[config.mk]
export PLATFORM = sky130hd
export DESIGN_NAME = xsort_cell
export DESIGN_NICKNAME = d
export VERILOG_FILES = /design/src/rtl/xsort_pkg.sv /design/src/rtl/xsort_cell.sv
export SDC_FILE = /design/constraint.sdc
export NUM_CORES = 1
export LEC_CHECK = 0
export BUFFER_PORTS_ARGS = -buffer_cell sky130_fd_sc_hd__buf_2
export CAP_MARGIN = 20
export CORE_ASPECT_RATIO = 1.75
export CORE_MARGIN = 2
export CORE_UTILIZATION = 31
export DETAILED_ROUTE_END_ITERATION = 16
export GPL_TIMING_DRIVEN = 0
export SETUP_SLACK_MARGIN = 0.2
export SYNTH_ARGS = -nofsm -noshare
export SYNTH_HDL_FRONTEND = slang
export SYNTH_SLANG_ARGS = --single-unit
[constraint.sdc]
create_clock -name clk -period 5.2 [get_ports clk]
set_input_delay 0.78 -clock clk [delete_from_list [all_inputs] [get_ports clk]]
set_output_delay 0.78 -clock clk [all_outputs]
set_load 0.03 [all_outputs]
[src/rtl/xsort_pkg.sv]
// Shared types and constants for the exchange sort block.
// No dependencies; every other file imports this package.
package xsort_pkg;

    localparam int DEPTH_DEF = 32;
    localparam int DATA_W    = 32;

    // One input beat.
    typedef struct packed {
        logic signed [DATA_W-1:0] value;
        logic                     last_in;
    } in_beat_t;

    // One result beat.
    typedef struct packed {
        logic signed [DATA_W-1:0] sorted_value;
        logic                     last_out;
        logic                     overflow;
    } out_beat_t;

    // Contents of one cell, or an element travelling between cells.
    typedef struct packed {
        logic                     vld;
        logic signed [DATA_W-1:0] data;
    } slot_t;

endpackage

[src/rtl/xsort_cell.sv]
// One cell of the sorting chain: keeps the smaller element, passes the larger right.
// Depends on xsort_pkg.
module xsort_cell (
    input  logic            clk,
    input  logic            rst_n,
    input  logic            shift,
    input  xsort_pkg::slot_t carry_in,
    input  xsort_pkg::slot_t right_slot,
    output xsort_pkg::slot_t slot,
    output xsort_pkg::slot_t carry_out
);
    import xsort_pkg::*;

    slot_t slot_reg, slot_next;
    slot_t carry_reg, carry_next;

    always_comb
    begin
        slot_next  = slot_reg;
        carry_next = carry_reg;
        carry_next.vld = 1'b0;
        if (shift)
        begin
            slot_next = right_slot;
        end
        else if (carry_in.vld)
        begin
            if (!slot_reg.vld)
            begin
                slot_next = carry_in;
            end
            else if (carry_in.data < slot_reg.data)
            begin
                // newcomer is smaller: keep it, push the old one on
                slot_next  = carry_in;
                carry_next = slot_reg;
            end
            else
            begin
                // ties go right so arrival order holds
                carry_next = carry_in;
            end
        end
    end

    always_ff @(posedge clk or negedge rst_n)
    begin
        if (!rst_n)
        begin
            slot_reg  <= '0;
            carry_reg <= '0;
        end
        else
        begin
            slot_reg  <= slot_next;
            carry_reg <= carry_next;
        end
    end

    assign slot      = slot_reg;
    assign carry_out = carry_reg;

endmodule

Word level (Yosys, flattened, before mapping)

Cells that the tools add are included.

Register bits after elaboration: 66
Bits of input ports: 69
Output and inout port bits: 66
Logic and storage cells: 18

$lt $le $gt $ge: 1
Eq/ne operators: 1
Multiplexer cells: 8
Bitwise operators: 1
Reductions and logical operators: 3

Operator list:

| cell               | count |
|---|---|
| $mux 33            | 5 |
| $mux 32            | 3 |
| $lt 32x32->1       | 1 |
| $ne 3x2->1 const B | 1 |
| $reduce_and 3->1   | 1 |
| $reduce_and 2->1   | 1 |
| $reduce_bool 2->1  | 1 |
| $not 1->1          | 1 |

Depth between registers and ports, before layout

Depth in word-level cells: 5
Gate-level depth with buffers: 11
Mapped depth without buffers: 8

Worst setup path before layout

No wires, ideal clock.

Path type: in2reg
From: input port carry_in[11] in the netlist's numbering
To: register slot_reg (netlist bit slot[0])
Library setup time: 0.128 ns
Arrival time: 3.000 ns
Required time: 5.072 ns
Setup slack: 2.072 ns
Stages: 8
Path buffers: 1
Path through: ha_1 and4_1 nand2_1 or4_1 a31o_1 buf_6 a2111oi_4 mux2_1

Longest elaborated chain between the ends: 3

Ends and longest elaborated chain:

| item                              | line             | text |
|---|---|---|
| start: declaration                | xsort_cell.sv:7  | `input xsort_pkg::slot_t carry_in,` |
| $lt 32x32->1                      | xsort_cell.sv:32 | `else if (carry_in.data < slot_reg.data)` |
| $ne 3x2->1 (no source line)       | n/a              |  |
| $reduce_and 2->1 (no source line) | n/a              |  |
| end signal: assignment            | xsort_cell.sv:55 | `slot_reg <= slot_next;` |
| end: declaration                  | xsort_cell.sv:14 | `slot_t slot_reg, slot_next;` |

No other way between the ends.
A chain may end at the register's enable or synchronous reset.

Worst setup path after layout

From: input port carry_in[31] in the netlist's numbering
To: register slot_reg (netlist bit slot[20])

Same word-level chain as after synthesis.

==> impl_metrics.ini <==
[status]
outcome = finished clean

[yosys]
synth.distinct_cells = 37
synth_edf_count = 0
yosysWarnings = 0
async_flop_share_pct = 100.0
postSynthCellCount = 454
synth-seq-area-share_pct = 37.96
netlist_area_mm2 = 0.004350
yosys-top-cells-area = dfrtp_1, mux2i_1, ha_1, a41oi_1, o211ai_1
synth_top_cell_area_share_pct = 37.96
yosys_register_bits = 66
synth.most_common_cell = dfrtp_1
synth-main-ff-cell = dfrtp_1
synth_common_cells = dfrtp_1, mux2i_1, nor2_1
yosysTopAreaCell = dfrtp_1
postSynthAreaPerCell_um2 = 9.582
syn-num-nets = 554

[place]
dpl_worst_slack_ns = 1.253
gp_congestion = 0.7940
port_buffers = 133
postPlaceCellArea_mm2 = 0.005240
placedCellCount = 764
place_hpwl_um = 11450

[flow_run]
maxCapViolCount = 0

[sta]
fin_crit_ns = 3.525
post-route-period-util_pct = 67.80
setup_tns_ns = 0
setup_viol = 0
fmax_mhz = 283.7
tightest_slew_ns = 0.8728
rsz0062_at_grt = no
slew_headroom_pct = 41.82
hold_violations = 0
skew_ns = 0.009120
fin_ws_ns = 1.675
slew_violations = 0

[setup_path]
cp.required_ns = 5.45
critPathKind = input port to register
reg2reg_from = slot[31]
worstSetupStartpoint = carry_in[31]
critPathMaxFanout = 10
crit_path_start_kind = input port
cp-end-kind = register
critPathArrivalTime_ns = 3.77
critical_path.endpoint = slot[20]
rr_endpoint = slot[20]
reg2regPathDepth = 11
r2r_setup_slack_ns = 1.80

[power]
ir_worst_vdd_mv = 0.1997
leakage_nw = 2.555
power_density_mw_per_mm2 = 430.2

[clock_tree]
cts_sinks = 66
clock_path_buffers = 2
root_buffer = clkbuf_16
hold_buffers = 0
cts_inserted_buffers = 9
cts_tree = built
cts_setup_buffers = 0
cts_max_level = 3
ctsResizeCount = 0
clkTransAtPathRegs_ns = 0.06
clk_latency_ns = 0.34

[grt]
antenna_found_initial = 0
first_global_vias = 4509
grtUsageTotal_pct = 20.56
grt_start_max_net_pins = 67
overflow = 0
grt_pass1_wl_um = 24050

[route]
drt-total-wl_um = 15110
drt_iter0_drc = 266
final_antenna_net_count = 0
wl_per_cell_um = 19.37
routed_via_density = 5.512
vias = 4299
drc = 0
drtPass1Iterations = 5

[cells_and_area]
n_fill_cell = 1458
final_nets = 698
utilization_pct = 40.35
post_route_cells_drive_above_1_share_pct = 26.04
diodes = 0
final_cell_area_mm2 = 0.005583
final_cells = 780
syn_to_final_growth_pct = 28.33

[floorplan]
num_io_pins = 135
row_count = 57
die_area_mm2 = 0.01503
initial_core_util_pct = 31.44
die_w_um = 93.55
coreArea_mm2 = 0.01384
die_h_um = 160.7

[worst_hold_path]
hold_path.class = register to register
[critical path, stage by stage]
cell,delay [ns]
buf_2,0.13
ha_1,0.28
buf_2,0.21
nand4_1,0.22
nor4_2,0.47
nand4_1,0.24
a31o_1,0.25
buf_6,0.13
a2111oi_4,0.58
buf_6,0.27
mux2i_1,0.21
[metal layers]
metal  global-route usage (%)  wire length [um]  up-vias
li1                         -                 -     2000
met1                    23.36              5551     2105
met3                    2.627               836       28
met4                    8.235               416        0
met5                        0                 0        -
met2                    38.06              8306      166
[worst min-delay path by stage]
stage | startpoint | end | cells past startpoint
floorplan | rst_n | carry_out[0] | 0
global placement | carry_out[31] | carry_out[31] | 2
detailed placement | carry_out[1] | carry_out[1] | 2
CTS | carry_out[1] | carry_out[1] | 2
global route | carry_out[3] | carry_out[3] | 2
finish | carry_out[25] | carry_out[25] | 2
[cells in the final DEF, fill, tap and decap left out, types with 2 or more instances in the layout]
master	instances
buf_2	133
dfrtp_1	66
mux2i_1	62
nor2_1	37
inv_1	35
clkbuf_1	35
a41oi_1	32
a31oi_1	32
nor3_1	31
o211ai_1	31
ha_1	31
a21oi_1	11
nand2_1	9
clkbuf_16	9
o21ai_0	5
nand4_1	5
nand3_1	4
buf_6	4
clkinvlp_4	3
bufinv_16	3
and4_1	2
a21o_1	2
a221o_1	2
[cells by family (layout without fill, tap and decap cells)]
logic type,count (synthesis),count (layout),share of synthesized area [%]
compound gates,122,122,20.76
buf+inv,76,225,7.276
simple gates,95,95,10.30
flops,66,66,37.96
fa+ha+maj,31,31,8.916
mux,64,64,14.78
[layout make-up]
cell class | instances | area (um^2) | area share, %
clock inverter | 7 | 117.6 | 2.107
clock buffer | 9 | 225.2 | 4.034
buffer | 41 | 185.2 | 3.317
tap | 177 | 221.5 | 3.967
timing repair buffer | 133 | 668.1 | 11.97
inverter | 35 | 131.4 | 2.353
multi-input combinational | 312 | 2382 | 42.67
sequential | 66 | 1652 | 29.58
[power by group]
group / switching [mW] / internal [mW] / total, mW
clock network: 0.245 / 0.468 / 0.712
registers: 0.0885 / 0.634 / 0.722
logic: 0.658 / 0.310 / 0.967
total: 0.991 / 1.41 / 2.40
[through the flow]
stage,hold slack [ns],power (mW)
detailed placement,0.5415,1.701
CTS,0.5539,2.413
global placement,0.5320,1.680
finish,0.5529,2.402
global route,0.5810,2.528
floorplan,0.4844,1.367
Power figures use the tool's default switching activity.
